[src/hw/rtl/ghde_pkg.sv]
// Shared types and constants of the graph hop distance engine.
// Used by graph_hop_distance_engine_core and ghde_checker; depends on nothing.
package ghde_pkg;

  // Request opcodes.
  localparam logic CmdWrite = 1'b0;
  localparam logic CmdQuery = 1'b1;

  // Register byte offset on the APB port.
  localparam logic [1:0] RegSourceAddr = 2'd0;

  // Result constants.
  localparam logic [5:0] FarHops   = 6'd10;
  localparam logic [5:0] HopsMax   = 6'd63;
  localparam logic [6:0] FullLevel = 7'd100;
  localparam logic [6:0] LevelStep = 7'd10;

  // Search sequencer states.
  typedef enum logic [4:0] {
    StClear = 5'b00001,
    StIdle  = 5'b00010,
    StPop   = 5'b00100,
    StWait  = 5'b01000,
    StExp   = 5'b10000
  } ghde_state_e;

  // Link level for a hop count: full level less one step per hop, zero when far.
  function automatic logic [6:0] level_of(logic [5:0] hops);
    logic [6:0] h7;
    h7 = {1'b0, hops};
    if (hops >= FarHops) begin
      return '0;
    end
    return FullLevel - (h7 * LevelStep);
  endfunction

endpackage

[src/hw/rtl/graph_hop_distance_engine_core.sv]
// Graph hop distance engine: exit table memory, search queue memory and the
// sequencer that runs a breadth-first search per query. Depends on ghde_pkg.
//
//  channel  | direction | handshake                         | payload
//  ---------+-----------+-----------------------------------+-----------------------------------
//  request  | in        | start high while busy low         | cmd_i, node_i, direction_i,
//           |           |                                   | neighbor_i
//  result   | out       | done_o high for one cycle         | hops_o, link_level_o
//  config   | in/out    | psel, penable, pwrite, pready     | paddr, pwdata, prdata
//
// A write request gives no result. A query that is absent or out of range gives
// its result in the next cycle. Otherwise a query pops each node from the search
// queue, waits for its entry and walks the exits of each node that it expands
// through the single exit-table read port, one exit per cycle; it ends when the
// target is dequeued or the queue runs dry.
// After reset the exit table is cleared one entry a cycle with busy high, all
// NODES*EXITS_PER_NODE entries. The receiver cannot stall; a result shows in a
// cycle in which the next request can already be accepted.
module graph_hop_distance_engine_core #(
  parameter int NODES          = 64,
  parameter int EXITS_PER_NODE = 4
) (
  input  logic              clk_i,
  input  logic              rst_ni,
  input  logic              start,
  output logic              busy,
  input  logic              cmd_i,
  input  logic signed [6:0] node_i,
  input  logic [1:0]        direction_i,
  input  logic signed [6:0] neighbor_i,
  output logic              done_o,
  output logic [5:0]        hops_o,
  output logic [6:0]        link_level_o,
  input  logic              psel,
  input  logic              penable,
  input  logic              pwrite,
  input  logic [1:0]        paddr,
  input  logic [31:0]       pwdata,
  output logic [31:0]       prdata,
  output logic              pready
);

  localparam int NW    = $clog2(NODES);
  localparam int CW    = $clog2(NODES + 1);
  localparam int TOTAL = NODES * EXITS_PER_NODE;
  localparam int AW    = $clog2(TOTAL);
  localparam int DW    = $clog2(EXITS_PER_NODE + 1);

  ghde_pkg::ghde_state_e state_q, state_d;

  logic [AW-1:0]    clr_q, clr_d;
  logic [5:0]       src_q;
  logic [NW-1:0]    tgt_q, tgt_d;
  logic [CW-1:0]    head_q, head_d, tail_q, tail_d;
  logic [NW-1:0]    cur_q, cur_d, cur_hop_q, cur_hop_d;
  logic [DW-1:0]    d_q, d_d;
  logic [NODES-1:0] visited_q, visited_d;
  logic             done_q, done_d;
  logic [5:0]       hops_q, hops_d;
  logic [6:0]       level_q, level_d;

  // Exit table: each entry is {valid, destination node}.
  logic [NW:0]      exit_mem [TOTAL];
  logic [NW:0]      ex_rd_q;
  logic             ex_we;
  logic [AW-1:0]    ex_waddr, ex_raddr;
  logic [NW:0]      ex_wdata;
  logic [DW-1:0]    d_sel;

  // Search queue: each entry is {node, hop count}.
  logic [2*NW-1:0]  queue_mem [NODES];
  logic [2*NW-1:0]  q_rd_q;
  logic             q_we, q_re;
  logic [NW-1:0]    q_waddr;
  logic [2*NW-1:0]  q_wdata;

  logic             node_ok, nb_ok, dir_ok, src_ok, cfg_we;
  logic [NW-1:0]    node_id, nb_id, src_id, q_node, q_hop, ent_id;
  logic [5:0]       q_hop_sat;

  assign node_ok = !node_i[6] && (int'(node_i[5:0]) < NODES);
  assign nb_ok   = !neighbor_i[6] && (int'(neighbor_i[5:0]) < NODES);
  assign dir_ok  = int'(direction_i) < EXITS_PER_NODE;
  assign src_ok  = int'(src_q) < NODES;
  assign node_id = NW'(node_i[5:0]);
  assign nb_id   = NW'(neighbor_i[5:0]);
  assign src_id  = NW'(src_q);
  assign q_node  = q_rd_q[2*NW-1:NW];
  assign q_hop   = q_rd_q[NW-1:0];
  assign ent_id  = ex_rd_q[NW-1:0];
  assign q_hop_sat = (int'(q_hop) > int'(ghde_pkg::HopsMax)) ? ghde_pkg::HopsMax : 6'(q_hop);

  // The last step of the exit walk only checks data; keep its address in range.
  assign d_sel    = (int'(d_q) < EXITS_PER_NODE) ? d_q : '0;
  assign ex_raddr = AW'(cur_q) * AW'(EXITS_PER_NODE) + AW'(d_sel);

  always_comb begin
    state_d   = state_q;
    clr_d     = clr_q;
    tgt_d     = tgt_q;
    head_d    = head_q;
    tail_d    = tail_q;
    cur_d     = cur_q;
    cur_hop_d = cur_hop_q;
    d_d       = d_q;
    visited_d = visited_q;
    done_d    = 1'b0;
    hops_d    = hops_q;
    level_d   = level_q;
    ex_we     = 1'b0;
    ex_waddr  = clr_q;
    ex_wdata  = '0;
    q_we      = 1'b0;
    q_re      = 1'b0;
    q_waddr   = tail_q[NW-1:0];
    q_wdata   = '0;

    unique case (state_q)
      ghde_pkg::StClear: begin
        ex_we = 1'b1;
        clr_d = clr_q + AW'(1);
        if (clr_q == AW'(TOTAL - 1)) begin
          state_d = ghde_pkg::StIdle;
        end
      end
      ghde_pkg::StIdle: begin
        if (start) begin
          if (cmd_i == ghde_pkg::CmdWrite) begin
            if (node_ok && dir_ok) begin
              ex_we    = 1'b1;
              ex_waddr = AW'(node_id) * AW'(EXITS_PER_NODE) + AW'(direction_i);
              ex_wdata = {nb_ok, nb_id};
            end
          end else if (!node_ok || !src_ok) begin
            done_d  = 1'b1;
            hops_d  = ghde_pkg::FarHops;
            level_d = '0;
          end else begin
            visited_d         = '0;
            visited_d[src_id] = 1'b1;
            q_we              = 1'b1;
            q_waddr           = '0;
            q_wdata           = {src_id, {NW{1'b0}}};
            head_d            = '0;
            tail_d            = CW'(1);
            tgt_d             = node_id;
            state_d           = ghde_pkg::StPop;
          end
        end
      end
      ghde_pkg::StPop: begin
        if (head_q == tail_q) begin
          // Queue ran dry without reaching the target.
          done_d  = 1'b1;
          hops_d  = ghde_pkg::FarHops;
          level_d = '0;
          state_d = ghde_pkg::StIdle;
        end else begin
          q_re    = 1'b1;
          head_d  = head_q + CW'(1);
          state_d = ghde_pkg::StWait;
        end
      end
      ghde_pkg::StWait: begin
        if (q_node == tgt_q) begin
          done_d  = 1'b1;
          hops_d  = q_hop_sat;
          level_d = ghde_pkg::level_of(q_hop_sat);
          state_d = ghde_pkg::StIdle;
        end else begin
          cur_d     = q_node;
          cur_hop_d = q_hop;
          d_d       = '0;
          state_d   = ghde_pkg::StExp;
        end
      end
      ghde_pkg::StExp: begin
        // Each cycle reads exit d and checks the data of exit d-1.
        if (d_q != '0) begin
          if (ex_rd_q[NW] && !visited_q[ent_id]) begin
            visited_d[ent_id] = 1'b1;
            q_we              = 1'b1;
            q_wdata           = {ent_id, cur_hop_q + NW'(1)};
            tail_d            = tail_q + CW'(1);
          end
        end
        if (d_q == DW'(EXITS_PER_NODE)) begin
          state_d = ghde_pkg::StPop;
        end else begin
          d_d = d_q + DW'(1);
        end
      end
      default: begin
        state_d = ghde_pkg::StIdle;
      end
    endcase
  end

  always_ff @(posedge clk_i or negedge rst_ni) begin
    if (!rst_ni) begin
      state_q <= ghde_pkg::StClear;
      clr_q   <= '0;
      src_q   <= '0;
      head_q  <= '0;
      tail_q  <= '0;
      d_q     <= '0;
      done_q  <= 1'b0;
    end else begin
      state_q <= state_d;
      clr_q   <= clr_d;
      head_q  <= head_d;
      tail_q  <= tail_d;
      d_q     <= d_d;
      done_q  <= done_d;
      if (cfg_we) begin
        src_q <= pwdata[5:0];
      end
    end
  end

  always_ff @(posedge clk_i) begin
    tgt_q     <= tgt_d;
    cur_q     <= cur_d;
    cur_hop_q <= cur_hop_d;
    visited_q <= visited_d;
    hops_q    <= hops_d;
    level_q   <= level_d;
  end

  always_ff @(posedge clk_i) begin
    if (ex_we) begin
      exit_mem[ex_waddr] <= ex_wdata;
    end
    ex_rd_q <= exit_mem[ex_raddr];
  end

  always_ff @(posedge clk_i) begin
    if (q_we) begin
      queue_mem[q_waddr] <= q_wdata;
    end
    if (q_re) begin
      q_rd_q <= queue_mem[head_q[NW-1:0]];
    end
  end

  assign cfg_we = psel && penable && pwrite && (paddr == ghde_pkg::RegSourceAddr);
  assign prdata = (paddr == ghde_pkg::RegSourceAddr) ? {26'b0, src_q} : '0;
  assign pready = 1'b1;

  assign busy         = (state_q != ghde_pkg::StIdle);
  assign done_o       = done_q;
  assign hops_o       = hops_q;
  assign link_level_o = level_q;

endmodule

[config.mk]
export PLATFORM = sky130hd
export DESIGN_NAME = graph_hop_distance_engine_core
export DESIGN_NICKNAME = d
export VERILOG_FILES = /design/src/hw/rtl/ghde_pkg.sv /design/src/hw/rtl/graph_hop_distance_engine_core.sv
export SDC_FILE = /design/constraint.sdc
export NUM_CORES = 2
export LEC_CHECK = 0
export BUFFER_PORTS_ARGS = -buffer_cell sky130_fd_sc_hd__buf_4
export CORE_MARGIN = 2
export CORE_UTILIZATION = 55
export DETAILED_ROUTE_END_ITERATION = 7
export PLACE_DENSITY = 0.71
export SLEW_MARGIN = 10
export SYNTH_ARGS = -nofsm -noshare
export SYNTH_HDL_FRONTEND = slang
export SYNTH_SLANG_ARGS = --single-unit
[constraint.sdc]
create_clock -name clk_i -period 15.25 [get_ports clk_i]
set_input_delay 2.2875 -clock clk_i [delete_from_list [all_inputs] [get_ports clk_i]]
set_output_delay 2.2875 -clock clk_i [all_outputs]
set_load 0.05 [all_outputs]
==> impl_results.html <==
<table>
<tr><th>Metric</th><th>Value</th></tr>
<tr><th colspan="2">Clock network</th></tr>
<tr><td>Maximum clock path buffer count</td><td>4</td></tr>
<tr><td>Clk Latency, worst-skew pair</td><td>0.94 ns</td></tr>
<tr><td>H-tree level count</td><td>5</td></tr>
<tr><td>Number of buffers added to fix hold violations after cts</td><td>0</td></tr>
<tr><td>CTS tree</td><td>yes</td></tr>
<tr><td>Setup repair bufs after CTS</td><td>0</td></tr>
<tr><td>Root buffer selected by CTS</td><td>sky130_fd_sc_hd__clkbuf_16</td></tr>
<tr><td>Post-CTS sizing</td><td>0</td></tr>
<tr><td>CTS sink cnt</td><td>2710</td></tr>
<tr><td>Register clock-pin slew on the reported worst setup and hold paths</td><td>0.06 ns</td></tr>
<tr><td>TritonCTS Buffers</td><td>284</td></tr>
<tr><th colspan="2">Floorplanning</th></tr>
<tr><td>Die area</td><td>0.2003 mm2</td></tr>
<tr><td>Core Rows</td><td>162</td></tr>
<tr><td>Chip width</td><td>447.6 um</td></tr>
<tr><td>Initial Util</td><td>55.44%</td></tr>
<tr><td>Die outline height</td><td>447.6 um</td></tr>
<tr><td>Total core area</td><td>0.1952 mm2</td></tr>
<tr><td>Number of top-level design ports</td><td>105</td></tr>
<tr><th colspan="2">Yosys</th></tr>
<tr><td>XOR/XNOR Fraction of Synth Area</td><td>0.3157%</td></tr>
<tr><td>Mapped cell area</td><td>0.1082 mm2</td></tr>
<tr><td>Avg Synthesized Cell Area</td><td>17.84 um2</td></tr>
<tr><td>Share of the yosys chip area belonging to registers</td><td>74.97%</td></tr>
<tr><td>Post-synth EDFFs</td><td>2666</td></tr>
<tr><td>Library cell occupying the most area in the post-synthesis netlist</td><td>sky130_fd_sc_hd__edfxtp_1</td></tr>
<tr><td>Cell types with the highest counts after synthesis</td><td>sky130_fd_sc_hd__edfxtp_1 (2666), sky130_fd_sc_hd__mux4_2 (442), sky130_fd_sc_hd__nor2_1 (381)</td></tr>
<tr><td>Prevailing post-synth register cell</td><td>sky130_fd_sc_hd__edfxtp_1</td></tr>
<tr><td>Share of synthesized area spent on multiplexers</td><td>11.46%</td></tr>
<tr><td>Combinational family with the most area after synthesis</td><td>multiplexers</td></tr>
<tr><td>Top cells by area in the synthesized netlist</td><td>sky130_fd_sc_hd__edfxtp_1 (74%), sky130_fd_sc_hd__mux4_2 (9.2%), sky130_fd_sc_hd__mux2i_1 (2.0%)</td></tr>
<tr><td>Adder-Cell Fraction of Synth Area</td><td>0.1573%</td></tr>
<tr><td>Most frequent cell after synthesis</td><td>sky130_fd_sc_hd__edfxtp_1</td></tr>
<tr><td>Post-synth top area share</td><td>73.99%</td></tr>
<tr><td>Number of storage elements in the synthesis netlist</td><td>2710</td></tr>
<tr><td>Simple-gate portion of the synthesized area</td><td>4.862%</td></tr>
<tr><td>Syn. warnings</td><td>0</td></tr>
<tr><td>Number of different library cells in the post-synthesis netlist</td><td>83</td></tr>
<tr><td>Area fraction in compound gates after synthesis</td><td>6.251%</td></tr>
<tr><td>Fraction of registers with async set/reset</td><td>1.365%</td></tr>
<tr><td>Cells after synthesis</td><td>6064</td></tr>
<tr><th colspan="2">Pwr</th></tr>
<tr><td>Power Dens Cells</td><td>141.8 mW/mm2</td></tr>
<tr><td>Total power of the final layout</td><td>0.01701 W</td></tr>
<tr><td>Leakage power summed over all cells</td><td>37.38 nW</td></tr>
<tr><td>Worst VDD drop</td><td>145.6 uV</td></tr>
<tr><th colspan="2">STA</th></tr>
<tr><td>Hold Violations, Final</td><td>0</td></tr>
<tr><td>Period utilization</td><td>37.20%</td></tr>
<tr><td>Max Clock Freq</td><td>176.3 MHz</td></tr>
<tr><td>Setup repair after global routing missed its margin</td><td>false</td></tr>
<tr><td>Sum Neg Setup Slack</td><td>0 ns</td></tr>
<tr><td>Final setup fails</td><td>0</td></tr>
<tr><td>Final worst clock skew</td><td>0.08325 ns</td></tr>
<tr><td>Max-slew violations</td><td>0</td></tr>
<tr><td>Headroom to the max-slew limit</td><td>13.10%</td></tr>
<tr><td>Slew at the pin with the worst max-slew slack</td><td>1.303 ns</td></tr>
<tr><td>Post-route worst setup slack</td><td>9.577 ns</td></tr>
<tr><td>Min cycle time layout</td><td>5.673 ns</td></tr>
<tr><th colspan="2">Hold path</th></tr>
<tr><td>Class of the tightest hold or removal check</td><td>reg2reg</td></tr>
<tr><th colspan="2">Global route</th></tr>
<tr><td>Wire length of the first global-routing pass</td><td>399.8 mm</td></tr>
<tr><td>Total global-route track usage</td><td>27.59%</td></tr>
<tr><td>GRT overflow</td><td>0</td></tr>
<tr><td>Largest net degree at the start of global routing</td><td>207</td></tr>
<tr><td>Number of antenna violations at the first check in global routing</td><td>17</td></tr>
<tr><td>Vias in the first global route</td><td>58.27k</td></tr>
<tr><th colspan="2">Critical path</th></tr>
<tr><td>Maximum fanout along the worst path</td><td>40</td></tr>
<tr><td>Data required time at the worst endpoint</td><td>15.93 ns</td></tr>
<tr><td>Crit Path Class</td><td>reg2reg</td></tr>
<tr><td>Worst Setup End Kind</td><td>register</td></tr>
<tr><td>Critical Path Start Type</td><td>register</td></tr>
<tr><td>Arrival time of data at the critical path endpoint</td><td>6.35 ns</td></tr>
<tr><th colspan="2">Detailed routing</th></tr>
<tr><td>Number of detailed-routing iterations run before antenna repair</td><td>8</td></tr>
<tr><td>Avg WL per Cell</td><td>30.82 um</td></tr>
<tr><td>Number of vias after detailed routing</td><td>59.41k</td></tr>
<tr><td>Vias per inst</td><td>6.635</td></tr>
<tr><td>Iteration-0 DRC Markers</td><td>8422</td></tr>
<tr><td>Final ANT Viol Nets</td><td>0</td></tr>
<tr><td>DRC Markers</td><td>0</td></tr>
<tr><td>Routed Wire Length</td><td>275.9 mm</td></tr>
<tr><th colspan="2">Place</th></tr>
<tr><td>Last weighted congestion value of the routability-driven placer</td><td>0.8896</td></tr>
<tr><td>Count of buffers from port buffering</td><td>50</td></tr>
<tr><td>Setup slack at placement</td><td>9.248 ns</td></tr>
<tr><td>HPWL Detailed</td><td>159.9 mm</td></tr>
<tr><th colspan="2">Layout</th></tr>
<tr><td>Fraction of layout cells with a size suffix above 1</td><td>17.74%</td></tr>
<tr><td>Area Overhead vs Synth</td><td>10.85%</td></tr>
<tr><td>Final nets</td><td>6212</td></tr>
<tr><td>Fill cell instance count of the final layout</td><td>13.46k</td></tr>
<tr><td>Final cell utilization of the core</td><td>61.45%</td></tr>
<tr><th colspan="2">Flow run</th></tr>
<tr><td>Max-capacitance violation count</td><td>0</td></tr>
<tr><th colspan="2">Status</th></tr>
<tr><td>Status</td><td>finished, final reports clean</td></tr>
</table>
routing by layer:
metal / GRT usage, % / share of wire (%)
met4: 9.846 / 3.7
met5: 0 / 0.031
met1: 39.03 / 38
met3: 7.376 / 12
met2: 41.74 / 46
worst paths after layout:
| kind | startpoint | to | slack, ns | cells after the start |
|---|---|---|---|---|
| setup reg to reg | d_q[2] | ex_rd_q[0] | 9.58 | 12 |
| hold reg to reg | q_rd_q[6] | cur_q[0] | 0.47 | 0 |
| min in group asynchronous | rst_ni | done_o | 1.39 | 1 |
| setup / recovery | d_q[2] | ex_rd_q[0] | 9.58 | 12 |
| max in group asynchronous | rst_ni | head_q[1] | 13.37 | 1 |
| hold / removal | q_rd_q[6] | cur_q[0] | 0.47 | 0 |
kinds of logic (layout without fill, tap and decap cells):
logic type	Yosys count	in the layout
other	2	34
muxes	683	683
adders and majority gates	13	13
DFF	2710	2710
AOI/OAI and AO/OA	979	979
and+or+nand+nor	1161	1161
buffers and inverters	477	711
xor gates and xnor gates	39	39
cells in the final DEF, fill, tap and decap left out, types with 25 or more instances in the layout:
master / n
sky130_fd_sc_hd__mux2_2: 27
sky130_fd_sc_hd__dfrtp_1: 31
sky130_fd_sc_hd__nor2b_1: 44
sky130_fd_sc_hd__nand3_1: 152
sky130_fd_sc_hd__clkinv_2: 34
sky130_fd_sc_hd__and2_1: 40
sky130_fd_sc_hd__edfxtp_1: 2666
sky130_fd_sc_hd__clkbuf_16: 291
sky130_fd_sc_hd__a22oi_1: 25
sky130_fd_sc_hd__a32oi_1: 28
sky130_fd_sc_hd__nor3_1: 27
sky130_fd_sc_hd__nand2_1: 360
sky130_fd_sc_hd__clkbuf_1: 56
sky130_fd_sc_hd__a31oi_1: 42
sky130_fd_sc_hd__conb_1: 28
sky130_fd_sc_hd__o221ai_1: 100
sky130_fd_sc_hd__o22ai_1: 71
sky130_fd_sc_hd__a211oi_1: 106
sky130_fd_sc_hd__nor2_1: 362
sky130_fd_sc_hd__o21ai_0: 210
sky130_fd_sc_hd__clkinv_1: 63
sky130_fd_sc_hd__a221oi_1: 38
sky130_fd_sc_hd__a21oi_1: 132
sky130_fd_sc_hd__mux4_2: 442
sky130_fd_sc_hd__buf_4: 209
sky130_fd_sc_hd__mux2i_1: 213
sky130_fd_sc_hd__o211ai_1: 76
state kept, by name, indices dropped and copies added (netlist names):
name,flops
exit_mem,1792
visited_q,64
ex_rd_q,7
done_o,1
clr_q,8
queue_mem,768
head_q,7
state_q,5
cur_q,6
link_level_o,6
hops_o,6
d_q,3
cur_hop_q,6
tail_q,7
q_rd_q,12
tgt_q,6
src_id,6
critical path, stage by stage, from the launching register on:
cell and delay (ns):
sky130_fd_sc_hd__dfrtp_1 0.40, sky130_fd_sc_hd__buf_4 0.57, sky130_fd_sc_hd__nand2b_4 0.75, sky130_fd_sc_hd__buf_4 0.70, sky130_fd_sc_hd__buf_4 0.56, sky130_fd_sc_hd__mux4_2 0.56
sky130_fd_sc_hd__mux2i_1 0.15, sky130_fd_sc_hd__a32oi_1 0.14, sky130_fd_sc_hd__nand3_1 0.20, sky130_fd_sc_hd__o311ai_0 0.16, sky130_fd_sc_hd__buf_4 0.22, sky130_fd_sc_hd__a211oi_1 0.65
sky130_fd_sc_hd__a31oi_1 0.26
where the power goes:
group | internal (W) | switching (W) | total [W]
Combinational | 0.000937 | 0.00138 | 0.00232
Sequential | 0.00820 | 0.000101 | 0.00830
Clock | 0.00367 | 0.00273 | 0.00640
layout make-up:
type / count / area (um2) / share of cell area [%]
clock inverters: 118 / 825.8 / 0.6885
diodes: 6 / 15.01 / 0.01252
inverters: 24 / 92.59 / 0.07719
clock buffers: 350 / 7533 / 6.281
multi-input cells: 2903 / 25290 / 21.08
well taps: 2624 / 3283 / 2.737
flip-flops and latches: 2710 / 81140 / 67.65
repair buffers: 219 / 1769 / 1.475
metrics by stage:
stage | hold slack (ns) | cell area, um2 | cells
CTS | 0.4654 | 119900 | 8948
global placement | 0.4582 | 111600 | 8480
global route | 0.4805 | 119900 | 8949
finish | 0.4706 | 119900 | 8954
detailed placement | 0.4590 | 111600 | 8480
floorplan | 0.4473 | 108300 | 6090
(Power assumes the default switching activity.)
